<file path="src/hw/rtl/dcbo_pkg.sv">
package dcbo_pkg;

  localparam int MaxWidth = 1024;
  localparam int AddrW    = $clog2(MaxWidth);
  localparam int EffW     = AddrW + 1;

  localparam int DepthW = 16;
  localparam int LabelW = 21;
  localparam int ChanW  = 8;
  localparam int FwW    = 11;
  localparam int FhW    = 12;
  localparam int RowW   = 12;
  localparam int CfgW   = 12;
  localparam int RampW  = 10;

  localparam logic [FwW-1:0] WidthReset  = 11'd640;
  localparam logic [FhW-1:0] HeightReset = 12'd480;

  localparam logic [11:0] DepthClamp = 12'd2970;
  localparam logic [11:0] SegOne     = 12'd990;
  localparam logic [11:0] SegTwo     = 12'd1980;

  localparam logic [LabelW-1:0] LabelInvalid = 21'h1FFF9C;

  // v*17/66 == (v*270096) >> 20, exact for v <= 990
  localparam int RampMul   = 270096;
  localparam int RampShift = 20;
  localparam int RampProdW = 29;

  typedef enum logic [0:0] {
    CFG_FRAME_WIDTH  = 1'b0,
    CFG_FRAME_HEIGHT = 1'b1
  } cfg_idx_t;

  typedef struct packed {
    logic emit;
    logic check;
    logic frame_end;
  } stage_t;

  typedef struct packed {
    logic [ChanW-1:0] chan0;
    logic [ChanW-1:0] chan1;
    logic [ChanW-1:0] chan2;
    logic             frame_end;
  } pix_t;

  function automatic logic [ChanW-1:0] ramp(input logic [RampW-1:0] v);
    logic [RampProdW-1:0] p;
    p = RampProdW'(v) * RampProdW'(RampMul);
    return p[RampShift +: ChanW];
  endfunction

endpackage

</file>
<file path="src/hw/rtl/dcbo_shade.sv">
module dcbo_shade (
  input  dcbo_pkg::stage_t             info,
  input  logic [dcbo_pkg::DepthW-1:0]  up_depth,
  input  logic [dcbo_pkg::LabelW-1:0]  up_label,
  input  logic [dcbo_pkg::LabelW-1:0]  right_label,
  input  logic [dcbo_pkg::LabelW-1:0]  cur_label,
  output dcbo_pkg::pix_t               pix
);

  logic [11:0]                d;
  logic [11:0]                rise_w;
  logic [11:0]                fall_w;
  logic [dcbo_pkg::ChanW-1:0] rise_c;
  logic [dcbo_pkg::ChanW-1:0] fall_c;
  logic                       seg0;
  logic                       seg1;
  logic                       edge_hit;

  always_comb begin
    d = (up_depth > 16'(dcbo_pkg::DepthClamp)) ? dcbo_pkg::DepthClamp : up_depth[11:0];
    seg0 = d < dcbo_pkg::SegOne;
    seg1 = !seg0 && (d < dcbo_pkg::SegTwo);

    if (seg0) begin
      rise_w = d;
      fall_w = '0;
    end else if (seg1) begin
      rise_w = d - dcbo_pkg::SegOne;
      fall_w = dcbo_pkg::SegTwo - d;
    end else begin
      rise_w = d - dcbo_pkg::SegTwo;
      fall_w = dcbo_pkg::DepthClamp - d;
    end
    rise_c = dcbo_pkg::ramp(rise_w[dcbo_pkg::RampW-1:0]);
    fall_c = dcbo_pkg::ramp(fall_w[dcbo_pkg::RampW-1:0]);

    pix.frame_end = info.frame_end;
    if (seg0) begin
      pix.chan0 = rise_c;
      pix.chan1 = '0;
      pix.chan2 = '0;
    end else if (seg1) begin
      pix.chan0 = fall_c;
      pix.chan1 = rise_c;
      pix.chan2 = '0;
    end else begin
      pix.chan0 = '0;
      pix.chan1 = fall_c;
      pix.chan2 = rise_c;
    end

    edge_hit = (up_label != cur_label) || (up_label != right_label) ||
               (up_label == dcbo_pkg::LabelInvalid);
    if (info.check && edge_hit) begin
      pix.chan0 = '1;
      pix.chan1 = '1;
      pix.chan2 = '1;
    end else if (info.check && (up_depth == '0)) begin
      pix.chan0 = '0;
      pix.chan1 = '0;
      pix.chan2 = '0;
    end
  end

endmodule

</file>
<file path="config.mk">
export PLATFORM = sky130hd
export DESIGN_NAME = dcbo_shade
export DESIGN_NICKNAME = d
export VERILOG_FILES = /design/src/hw/rtl/dcbo_pkg.sv /design/src/hw/rtl/dcbo_shade.sv
export SDC_FILE = /design/constraint.sdc
export NUM_CORES = 1
export LEC_CHECK = 0
export BUFFER_PORTS_ARGS = -buffer_cell sky130_fd_sc_hd__buf_2
export CAP_MARGIN = 20
export CORE_ASPECT_RATIO = 0.8
export CORE_MARGIN = 5
export CORE_UTILIZATION = 43
export DETAILED_ROUTE_END_ITERATION = 8
export PLACE_DENSITY_LB_ADDON = 0.25
export SLEW_MARGIN = 20
export SYNTH_ARGS = -nofsm -noshare
export SYNTH_HDL_FRONTEND = slang
export SYNTH_SLANG_ARGS = --single-unit
</file>
<file path="constraint.sdc">
create_clock -name vclk -period 10.4
set_clock_uncertainty 0.2 [all_clocks]
set_input_delay 0.52 -clock vclk [all_inputs]
set_output_delay 0.52 -clock vclk [all_outputs]
set_load 0.05 [all_outputs]
</file>
==> metrics.yaml <==
portBuffers: 104
dp_cells: 903
leakage_nw: 3.305
drive_gt1_share_pct: 18.89
syn_nets: 899
diodes: 0
layout.cells.non_filler: 905
synth_top_family_by_area: "adder cells"
fillCellCount: 1104
regArea_um2: 0
wl_um: 14280
synth_compound_area_share_pct: 18.40
ys.warnings.count: 0
max_slew_margin_pct: 51.10
boundaryPins: 107
critical_path_arrival_ns: 9.18
grt_use_total_pct: 19.56
vias_per_cell: 5.594
post_drt_wl_per_cell_um: 15.78
crit_slowest_cell: "fa_1"
fin_hold_ws_ns: 0.8401
synth_most_common_cell: "ha_1"
synth_top_area_cell: "ha_1"
synth.mux.area_fraction_pct: 0.1942
antenna_found_initial: 0
grt_pass1_wl_um: 23840
die_x_um: 132.4
yosys.area_share.simple_pct: 17.87
fin_nets: 1015
area_growth_pct: 16.29
cts_hold_repair.buffers: 0
core.rowCount: 35
crit_path_max_fanout: 7
overflow: 0
synth_top_area_share_pct: 30.59
period_needed_ns: 9.904
postRouteAntennaNets: 0
max_stage_delay_ns: 0.55
syn-instance-count: 643
final_max_slew_viol_count: 0
die-area_mm2: 0.01429
ir_worst_vdd_uv: 164.5
worstMarginPinSlew_ns: 0.7240
hold_path_class: "in -> out"
tns_ns: 0
cp-end-kind: "output port"
grt_pass1_vias: 4999
multiInputGateArea_mm2: 0.004633
pre_cts_ws_ns: 0.4101
fin_ws_ns: 0.4960
power_density_mw_per_mm2: 83.44
hpwl_um: 12600
dr.first_iter.drc_count: 316
period_share_pct: 95.23
vias: 5063
synthTopCellsByArea: "ha_1 31%, fa_1 19%, inv_1 8.9%, nand2_1 3.6%, xnor2_1 2.9%"
synth_fa_ha_area_share_pct: 49.24
hold_viol: 0
synth_xor_xnor_area_share_pct: 3.909
drc_errors: 0
fp.dieH_um: 107.9
netlist_area_mm2: 0.005154
grt_max_degree: 17
outcome: "complete, no violations"
worstPathRequired_ns: 9.68
critical_path.top_delay_family: "adder cells"
path_class: "in -> out"
seq_cells: 0
post-route-util_pct: 51.64
drt_pass1_iterations: 5
start_util_pct: 44.41
fmax_mhz: 101.0
synth_common_cells: "126 x ha_1, 122 x inv_1, 50 x nand2_1"
synthDistinctLibCells: 64
nClkBuffers: 0
rsz0062_at_grt: "no"
path_buf_inv: 6
setup_viol: 0
yosysSeqAreaShare_pct: 0
syn_area_per_cell_um2: 8.015
gp_congestion: 0.9449
max-cap-violations: 0
crit_path_start_kind: "input port"
core_area_mm2: 0.01160
[stage by stage]
step / power (mW) / cell area (um2)
6_report: 0.5001 / 5993
5_1_grt: 0.5700 / 5993
4_1_cts: 0.5034 / 5958
2_1_floorplan: 0.3648 / 5154
3_3_place_gp: 0.4813 / 5958
3_5_place_dp: 0.4988 / 5958
[area by class of cell]
type	instances	area share, %
Multi-Input combinational cell	505	77.31
Tap cell	148	3.090
Inverter	123	7.704
Timing Repair Buffer	129	11.90
[routing by layer]
layer	routed length, um	global-route usage, %
met5	0	0
met3	1222	2.477
met2	5965	31.56
met1	7003	29.11
met4	91	1.526
[power by group]
| group | internal [mW] | switching [mW] | leakage (nW) |
|---|---|---|---|
| Combinational | 0.193 | 0.307 | 3.31 |
| Clock | 0 | 0 | 0 |
| Sequential | 0 | 0 | 0 |
[cell families after synthesis]
| group | Yosys count |
|---|---|
| simple gates | 180 |
| fa+ha+maj | 174 |
| buf+inv | 138 |
| compound gates | 127 |
| xor+xnor | 23 |
| mux | 1 |
[worst paths after layout]
path | end | startpoint | depth (start not counted)
setup / recovery | pix[14] | up_depth[13] | 36
hold / removal | pix[0] | info[0] | 0
[placed cells by master (no fill, tap or decap), types with 5 or more instances in the layout]
cell,count
a21o_1,10
a21oi_1,21
a221o_1,11
a31oi_1,6
and2_1,8
and3_1,13
buf_2,102
buf_4,26
fa_1,48
ha_1,126
inv_1,121
nand2_1,50
nand2b_1,5
nand3_1,22
nand4_1,9
nor2_1,25
nor3_1,19
o211ai_1,10
o21ai_0,20
o221ai_1,5
or3_1,13
xnor2_1,17
xor2_1,6
[what timing repair did]
action / 4_1_cts / 5_1_grt
setup buffers: 0 / 2
resized for setup: 0 / 7
setup endpoints to repair: 0 / 10
Power figures use the tool's default switching activity.
