--- src/hw/rtl/dcbo_pkg.sv ---
package dcbo_pkg;

  localparam int MaxWidth = 1024;
  localparam int AddrW    = $clog2(MaxWidth);
  localparam int EffW     = AddrW + 1;

  localparam int DepthW = 16;
  localparam int LabelW = 21;
  localparam int ChanW  = 8;
  localparam int FwW    = 11;
  localparam int FhW    = 12;
  localparam int RowW   = 12;
  localparam int CfgW   = 12;
  localparam int RampW  = 10;

  localparam logic [FwW-1:0] WidthReset  = 11'd640;
  localparam logic [FhW-1:0] HeightReset = 12'd480;

  localparam logic [11:0] DepthClamp = 12'd2970;
  localparam logic [11:0] SegOne     = 12'd990;
  localparam logic [11:0] SegTwo     = 12'd1980;

  localparam logic [LabelW-1:0] LabelInvalid = 21'h1FFF9C;

  // v*17/66 == (v*270096) >> 20, exact for v <= 990
  localparam int RampMul   = 270096;
  localparam int RampShift = 20;
  localparam int RampProdW = 29;

  typedef enum logic [0:0] {
    CFG_FRAME_WIDTH  = 1'b0,
    CFG_FRAME_HEIGHT = 1'b1
  } cfg_idx_t;

  typedef struct packed {
    logic emit;
    logic check;
    logic frame_end;
  } stage_t;

  typedef struct packed {
    logic [ChanW-1:0] chan0;
    logic [ChanW-1:0] chan1;
    logic [ChanW-1:0] chan2;
    logic             frame_end;
  } pix_t;

  function automatic logic [ChanW-1:0] ramp(input logic [RampW-1:0] v);
    logic [RampProdW-1:0] p;
    p = RampProdW'(v) * RampProdW'(RampMul);
    return p[RampShift +: ChanW];
  endfunction

endpackage

--- src/hw/rtl/dcbo_seq.sv ---
module dcbo_seq (
  input  logic                         clk,
  input  logic                         rst_n,
  input  logic                         cfg_we,
  input  logic [0:0]                   cfg_index,
  input  logic [dcbo_pkg::CfgW-1:0]    cfg_data,
  input  logic                         accept,
  input  logic                         command,
  output logic [dcbo_pkg::AddrW-1:0]   addr_a,
  output logic [dcbo_pkg::AddrW-1:0]   addr_b,
  output logic                         store_we,
  output logic [dcbo_pkg::AddrW-1:0]   store_addr,
  output dcbo_pkg::stage_t             info
);

  logic [dcbo_pkg::FwW-1:0]   frame_width_r,  frame_width_nxt;
  logic [dcbo_pkg::FhW-1:0]   frame_height_r, frame_height_nxt;
  logic [dcbo_pkg::AddrW-1:0] col_r,   col_nxt;
  logic [dcbo_pkg::RowW-1:0]  row_r,   row_nxt;
  logic [dcbo_pkg::EffW-1:0]  drain_r, drain_nxt;

  logic [dcbo_pkg::EffW-1:0]  w;
  logic [dcbo_pkg::FhW-1:0]   h;
  logic [dcbo_pkg::EffW-1:0]  col_inc;
  logic [dcbo_pkg::EffW-1:0]  drain_inc;
  logic [dcbo_pkg::RowW-1:0]  row_inc;
  logic                       act_pix;
  logic                       act_flush;

  always_comb begin
    if (32'(frame_width_r) > dcbo_pkg::MaxWidth) begin
      w = dcbo_pkg::EffW'(dcbo_pkg::MaxWidth);
    end else if (frame_width_r < 11'd2) begin
      w = dcbo_pkg::EffW'(2);
    end else begin
      w = dcbo_pkg::EffW'(frame_width_r);
    end
    h = (frame_height_r < 12'd2) ? 12'd2 : frame_height_r;

    col_inc   = {1'b0, col_r} + dcbo_pkg::EffW'(1);
    drain_inc = drain_r + dcbo_pkg::EffW'(1);
    row_inc   = row_r + 12'd1;

    act_pix   = !command && (row_r < h) && ({1'b0, col_r} < w);
    act_flush = command && (row_r >= h) && (drain_r < w);

    info.emit      = (act_pix && (row_r != '0)) || act_flush;
    info.check     = act_pix && (col_inc < w);
    info.frame_end = act_flush && (drain_inc >= w);

    addr_a     = command ? drain_r[dcbo_pkg::AddrW-1:0] : col_r;
    addr_b     = col_inc[dcbo_pkg::AddrW-1:0];
    store_we   = accept && act_pix;
    store_addr = col_r;

    frame_width_nxt  = frame_width_r;
    frame_height_nxt = frame_height_r;
    col_nxt          = col_r;
    row_nxt          = row_r;
    drain_nxt        = drain_r;

    if (cfg_we) begin
      case (dcbo_pkg::cfg_idx_t'(cfg_index))
        dcbo_pkg::CFG_FRAME_WIDTH:  frame_width_nxt  = cfg_data[dcbo_pkg::FwW-1:0];
        dcbo_pkg::CFG_FRAME_HEIGHT: frame_height_nxt = cfg_data[dcbo_pkg::FhW-1:0];
        default: ;
      endcase
      col_nxt   = '0;
      row_nxt   = '0;
      drain_nxt = '0;
    end else if (accept && act_pix) begin
      if (col_inc >= w) begin
        col_nxt   = '0;
        row_nxt   = row_inc;
        drain_nxt = '0;
      end else begin
        col_nxt = col_inc[dcbo_pkg::AddrW-1:0];
      end
    end else if (accept && act_flush) begin
      if (drain_inc >= w) begin
        col_nxt   = '0;
        row_nxt   = '0;
        drain_nxt = '0;
      end else begin
        drain_nxt = drain_inc;
      end
    end
  end

  always_ff @(posedge clk) begin
    if (!rst_n) begin
      frame_width_r  <= dcbo_pkg::WidthReset;
      frame_height_r <= dcbo_pkg::HeightReset;
      col_r          <= '0;
      row_r          <= '0;
      drain_r        <= '0;
    end else begin
      frame_width_r  <= frame_width_nxt;
      frame_height_r <= frame_height_nxt;
      col_r          <= col_nxt;
      row_r          <= row_nxt;
      drain_r        <= drain_nxt;
    end
  end

endmodule

--- config.mk ---
export PLATFORM = sky130hd
export DESIGN_NAME = dcbo_seq
export DESIGN_NICKNAME = d
export VERILOG_FILES = /design/src/hw/rtl/dcbo_pkg.sv /design/src/hw/rtl/dcbo_seq.sv
export SDC_FILE = /design/constraint.sdc
export NUM_CORES = 1
export LEC_CHECK = 0
export ABC_AREA = 1
export BUFFER_PORTS_ARGS = -buffer_cell sky130_fd_sc_hd__buf_2
export CAP_MARGIN = 20
export CORE_AREA = 2 2 99 101
export DETAILED_ROUTE_END_ITERATION = 6
export DIE_AREA = 0 0 101 103
export GPL_ROUTABILITY_DRIVEN = 1
export PLACE_DENSITY_LB_ADDON = 0.15
export SLEW_MARGIN = 20
export SYNTH_ARGS = -nofsm -noshare
export SYNTH_HDL_FRONTEND = slang
export SYNTH_SLANG_ARGS = --single-unit
--- constraint.sdc ---
create_clock -name clk -period 3.1 [get_ports clk]
set_input_delay 0.31 -clock clk [delete_from_list [all_inputs] [get_ports clk]]
set_output_delay 0.31 -clock clk [all_outputs]
set_load 0.02 [all_outputs]
==> impl_metrics.env, run 1 <==
export IMPL_max_stage_delay_ns=0.38
export IMPL_ys_seq_elements=56
export IMPL_slew_viol_final=0
export IMPL_vias=4633
export IMPL_place_area_sq_mm=0.00472
export IMPL_cpMaxStageDelayCell="dfxtp_4"
export IMPL_drt_wirelength_per_cell_microns=16.2
export IMPL_min_from="cfg_data[0]"
export IMPL_stdcell_area_sq_mm=0.00593
export IMPL_vdd_drop_max_v=0.000223
export IMPL_grt_pass1_vias=4111
export IMPL_hold_ws_ns=0.212
export IMPL_worst_path_buf_inv=3
export IMPL_fp_dieArea_sq_mm=0.0104
export IMPL_avgSynthCellArea_sq_um=6.70
export IMPL_cap_violations=0
export IMPL_clock_sinks=56
export IMPL_setup_viol=8
export IMPL_yosys_top_cells_area="dfxtp_1 (26%), ha_1 (17%), nand2_1 (14%)"
export IMPL_synth_distinct_cells=34
export IMPL_num_rows=36
export IMPL_drt_iter0_markers=238
export IMPL_cts_tree="done"
export IMPL_status="finished, violations left"
export IMPL_critical_path_top_delay_family="simple AND/OR/NAND/NOR gates"
export IMPL_grt_overflow=0
export IMPL_firstDrtPassIters=4
export IMPL_synthFlopType="dfxtp_1"
export IMPL_grt_usage_pct=24.1
export IMPL_r2r_end="drain_r[5]"
export IMPL_synthArstFlopShare_pct=0
export IMPL_ys_warn_count=0
export IMPL_synth_largest_area_cell="dfxtp_1"
export IMPL_synth_area_sq_mm=0.00432
export IMPL_ys_seq_area_share_pct=25.9
export IMPL_cp_start_kind="register"
export IMPL_fin_ws_ns=-0.0664
export IMPL_max_freq_mhz=316
export IMPL_clk_path_buf_depth=2
export IMPL_globalplace_congestion=0.895
export IMPL_critPathArrivalTime_ns=2.86
export IMPL_drive_gt1_share_pct=28.9
export IMPL_drt_wl_total_mm=13.6
export IMPL_core_sq_mm=0.00946
export IMPL_vias_per_cell=5.52
export IMPL_ant_nets=0
export IMPL_start_util_pct=45.7
export IMPL_rsz0062_at_grt="true"
export IMPL_r2r_start="frame_width_r[1]"
export IMPL_h_tree_depth=2
export IMPL_rrSetupSlack_ns=-0.02
export IMPL_diodes=0
export IMPL_die_width_microns=101
export IMPL_power_density_mw_per_mm2=299
export IMPL_fp_dieH_microns=103
export IMPL_synth_top_area_share_pct=25.9
export IMPL_grt_pass1_wl_mm=19.9
export IMPL_min_to="frame_width_r[0]"
export IMPL_synth_net_count=722
export IMPL_clk_pin_slew_ns=0.11
export IMPL_critPathMaxFanout=5
export IMPL_tightest_slew_ns=1.14
export IMPL_synth_common_cells="nand2_1 (162), nor2_1 (72), inv_1 (69), ha_1 (59), dfxtp_1 (56)"
export IMPL_finish_utilization_pct=62.6
export IMPL_required_ns=2.79
export IMPL_clk_latency_ns=0.34
export IMPL_fillers=781
export IMPL_skew_ns=0.00618
export IMPL_failed_checks="setup timing"
export IMPL_pin_count=52
export IMPL_path_cells="nor4_4 -> nand2_2 -> o31ai_4 -> buf_12 -> nand2_8 -> ha_1 -> nand4_1 -> buf_4 -> a21oi_2 -> nor2_4 -> nand2_2 -> nand2_2 -> buf_6"
export IMPL_dp_hpwl_mm=9.12
export IMPL_drc=0
export IMPL_critPathCaptureType="output port"
export IMPL_synthCells=645
export IMPL_post_route_period_util_pct=102
export IMPL_fin_crit_ns=3.17
export IMPL_setup_worst_path_class="reg2out"
export IMPL_portBuffers=51
export IMPL_fin_nets=802
export IMPL_area_growth_pct=37.1
export IMPL_maxSlewHeadroom_pct=23.9
export IMPL_postCtsHoldBufs=0
export IMPL_grt_max_degree=30
export IMPL_hold_class="in2reg"
export IMPL_hold_viol=0
export IMPL_hold_depth=3
export IMPL_place_worst_setup_slack_ns=-0.0345
export IMPL_antenna_found_initial=0
export IMPL_ff2ff_path_depth=17
export IMPL_numCtsBuffers=5
export IMPL_leakagePower_nw=2.67
export IMPL_synth_edf_count=0
export IMPL_crit_top_cell="nand2_2"
export IMPL_clockRootBuffer="clkbuf_8"
export IMPL_yosysMostFrequentCell="nand2_1"
==> state kept, by name, indices dropped and copies added, names as in the netlist <==
name,cells
row_r,12
frame_width_r,11
frame_height_r,12
drain_r,11
store_addr,10
==> layer usage <==
| metal | share of wire [%] | vias up | GRT usage (%) |
|---|---|---|---|
| met5 | 0 | - | 0 |
| met4 | 1.6 | 0 | 6.76 |
| met3 | 5.5 | 18 | 3.25 |
| met2 | 49 | 151 | 41.3 |
| met1 | 44 | 2184 | 31.8 |
| li1 | - | 2280 | - |
==> worst max-delay path by stage <==
stage | startpoint | end | slack (ns) | cells past startpoint
6_report | frame_width_r[1] | info[2] | -0.07 | 13
5_1_grt | frame_width_r[1] | info[2] | -0.21 | 16
4_1_cts | frame_width_r[9] | info[2] | -0.03 | 13
3_5_place_dp | drain_r[1] | store_addr[7] | -0.03 | 17
3_3_place_gp | drain_r[1] | row_r[8] | -0.02 | 17
2_1_floorplan | store_addr[0] | store_addr[2] | 0.07 | 16
==> area by class of cell <==
cell class                 count  area, sq um  area share (%)
clock buffer                   5         68.8            1.16
sequential                    56         1140            19.3
multi-input combinational    503         3580            60.5
inverter                      74          292            4.92
timing repair buffer          85          624            10.5
clock inverter                 3         68.8            1.16
tap                          114          143            2.41
==> worst reg2reg max path, delay by kind of cell (launching register included) <==
kind	cells	cell delay, ns
buffers and inverters	2	0.35
AND/OR/NAND/NOR	11	1.55
adder cells (fa/ha/maj)	1	0.24
AO/OA/AOI/OAI	3	0.48
flip-flops	1	0.38
==> per-stage QoR <==
step / TNS, ns / std cells / power, W
6_report: -0.249 / 840 / 0.00177
5_1_grt: -4.92 / 840 / 0.00183
4_1_cts: -0.0640 / 823 / 0.00169
3_5_place_dp: -0.389 / 804 / 0.00103
3_3_place_gp: -0.187 / 804 / 0.00102
2_1_floorplan: 0 / 645 / 0.000950
==> report_power, final <==
part | switching, W | total [W] | internal [W]
Combinational | 0.000243 | 0.000399 | 0.000156
Clock | 0.000287 | 0.000613 | 0.000326
Sequential | 0.0000221 | 0.000762 | 0.000740
Total | 0.000553 | 0.00177 | 0.00122
==> layout by cell type (no fill, tap or decap), types with 3 or more instances in the layout <==
master / Yosys / layout
o21ai_0: 47 / 38
a21oi_1: 50 / 38
nand2_1: 162 / 139
ha_4: 0 / 19
nand3_1: 36 / 29
dfxtp_4: 0 / 4
nand2_2: 3 / 17
buf_2: 2 / 47
nand4_1: 9 / 9
nor2_2: 3 / 6
nand3_4: 0 / 4
nor3_4: 0 / 3
nor2_1: 72 / 65
ha_1: 59 / 38
nand2_4: 3 / 6
nor4_1: 8 / 5
clkbuf_8: 0 / 5
o211ai_1: 4 / 4
buf_4: 3 / 23
xor2_1: 18 / 17
dfxtp_1: 56 / 45
o21a_1: 3 / 3
dfxtp_2: 0 / 7
nand3_2: 4 / 7
nand2_8: 0 / 10
buf_6: 2 / 9
inv_1: 69 / 68
o21ai_1: 1 / 9
nor2_4: 1 / 5
nor4_4: 0 / 3
a21oi_2: 1 / 12
buf_12: 0 / 3
==> kinds of logic after synthesis <==
kind of cell	share of synthesized area (%)
AND/OR/NAND/NOR	31.2
buffers and inverters	8.48
adder cells (fa/ha/maj)	17.1
AO/OA/AOI/OAI	13.2
flip-flops	25.9
XOR/XNOR	4.05
==> timing repair <==
item	4_1_cts	5_1_grt
endpoints found under the setup margin	26	37
pin swaps	24	18
gates resized for setup	100	66
setup buffers	10	12
cloned	1	5
Power figures use the tool's default switching activity.
==> run 2: changes to the inputs <==
Settings changed: RECOVER_POWER from default to 100.
==> impl_metrics.env, run 2 (synthesized netlist as in run 1, its figures left out) <==
export IMPL_status="finished, violations left"
export IMPL_failed_checks="setup timing"
export IMPL_clk_path_buf_depth=2
export IMPL_drive_gt1_share_pct=25.1
export IMPL_skew_ns=0.00511
export IMPL_rrSetupSlack_ns=-0.03
export IMPL_hold_class="in2reg"
export IMPL_cap_violations=0
export IMPL_antenna_found_initial=0
export IMPL_core_sq_mm=0.00946
export IMPL_start_util_pct=45.7
export IMPL_fp_dieArea_sq_mm=0.0104
export IMPL_numCtsBuffers=5
export IMPL_final_cell_mix="nand2_1 (139), inv_1 (68), nor2_1 (65)"
export IMPL_slew_viol_final=0
export IMPL_num_rows=36
export IMPL_power_w=0.00177
export IMPL_clk_latency_ns=0.34
export IMPL_tightest_slew_ns=1.14
export IMPL_vdd_drop_max_v=0.000223
export IMPL_clock_sinks=56
export IMPL_clk_pin_slew_ns=0.11
export IMPL_grt_usage_pct=24.1
export IMPL_vias_per_cell=5.51
export IMPL_post_route_period_util_pct=102
export IMPL_fillers=795
export IMPL_dp_hpwl_mm=9.12
export IMPL_portBuffers=51
export IMPL_fin_ws_ns=-0.0700
export IMPL_critPathMaxFanout=5
export IMPL_vias=4632
export IMPL_drt_wirelength_per_cell_microns=16.2
export IMPL_postCtsHoldBufs=0
export IMPL_place_inst=804
export IMPL_drc=0
export IMPL_diodes=0
export IMPL_fin_nets=802
export IMPL_setup_viol=8
export IMPL_grt_overflow=0
export IMPL_globalplace_congestion=0.895
export IMPL_fp_dieH_microns=103
export IMPL_die_width_microns=101
export IMPL_setup_tns_ns=-0.257
export IMPL_grt_pass1_vias=4111
export IMPL_max_freq_mhz=315
export IMPL_h_tree_depth=2
export IMPL_pin_count=52
export IMPL_grt_max_degree=30
export IMPL_firstDrtPassIters=5
export IMPL_fin_crit_ns=3.17
export IMPL_critPathCaptureType="output port"
export IMPL_multiInputGateArea_sq_mm=0.00358
export IMPL_rsz0062_at_grt="true"
export IMPL_maxSlewHeadroom_pct=24.0
export IMPL_regArea_sq_mm=0.00114
export IMPL_clockRootBuffer="clkbuf_8"
export IMPL_drt_iter0_markers=246
export IMPL_stdcell_count=840
export IMPL_hold_ws_ns=0.213
export IMPL_final_common_cell="nand2_1"
export IMPL_hold_viol=0
export IMPL_cp_start_kind="register"
export IMPL_critPathArrivalTime_ns=2.86
export IMPL_drt_wl_total_mm=13.6
export IMPL_required_ns=2.79
export IMPL_leakagePower_nw=2.56
export IMPL_grt_pass1_wl_mm=19.9
export IMPL_area_growth_pct=36.3
export IMPL_cts_tree="done"
export IMPL_top_regs="frame_height_r (12), row_r (12)"
export IMPL_finish_utilization_pct=62.3
export IMPL_ant_nets=0
export IMPL_setup_worst_path_class="reg2out"
export IMPL_power_density_mw_per_mm2=301
-- run 2: changes by cell type in the layout (fill, tap and decap cells not counted) --
cell      delta
buf_2       -27
clkbuf_1    +27
dfxtp_1      +1
dfxtp_2      -1
-- run 2: cell type report --
cell class | count | share of cell area, %
flip-flops and latches | 56 | 19.4
inverters | 74 | 4.95
multi-input cells | 503 | 60.9
clock inverters | 3 | 1.17
repair buffers | 85 | 10.0
well taps | 114 | 2.42
clock buffers | 5 | 1.17
-- run 2: per-layer routing --
metal  GRT usage, %  share of wire (%)
met1           31.8                 44
met2           41.3                 49
met3           3.25                5.3
met4           6.76                1.5
met5              0                  0
-- run 2: what timing repair did --
action / CTS / global route
hold endpoints to repair: 0 / 0
buffers inserted: 10 / 12
pin swaps: 24 / 18
endpoints found under the setup margin: 26 / 37
gates cloned: 1 / 5
gates resized for setup: 100 / 66
-- run 2: final timing paths --
| check | startpoint | to | cells past startpoint |
|---|---|---|---|
| worst max-delay path | frame_width_r[1] | info[2] | 13 |
| worst min-delay path | cfg_data[0] | frame_width_r[0] | 3 |
| worst min register to register | frame_height_r[0] | frame_height_r[0] | 2 |
| worst max register to register | frame_width_r[1] | drain_r[7] | 17 |
-- run 2: power breakdown --
part / leakage, nW / internal [W] / switching (W)
logic: 2.03 / 0.000155 / 0.000243
registers: 0.461 / 0.000740 / 0.0000220
clock network: 0.0687 / 0.000326 / 0.000286
-- run 2: worst max-delay path, stage by stage, from the launching register on --
cell and delay, ns:
dfxtp_4 0.38, nor4_4 0.29, nand2_2 0.11, o31ai_4 0.27, buf_12 0.21, nand2_8 0.10
ha_1 0.30, nand4_1 0.14, buf_4 0.17, a21oi_2 0.14, nor2_4 0.07, nand2_2 0.11
nand2_2 0.09, buf_6 0.13
-- run 2: metrics by stage --
stage | instance area, sq um | worst slack (ns)
after floorplan | 4340 | 0.0652
after global placement | 4720 | -0.0175
after global routing | 5890 | -0.230
after CTS | 5430 | -0.0263
after detailed placement | 4720 | -0.0345
final | 5890 | -0.0700
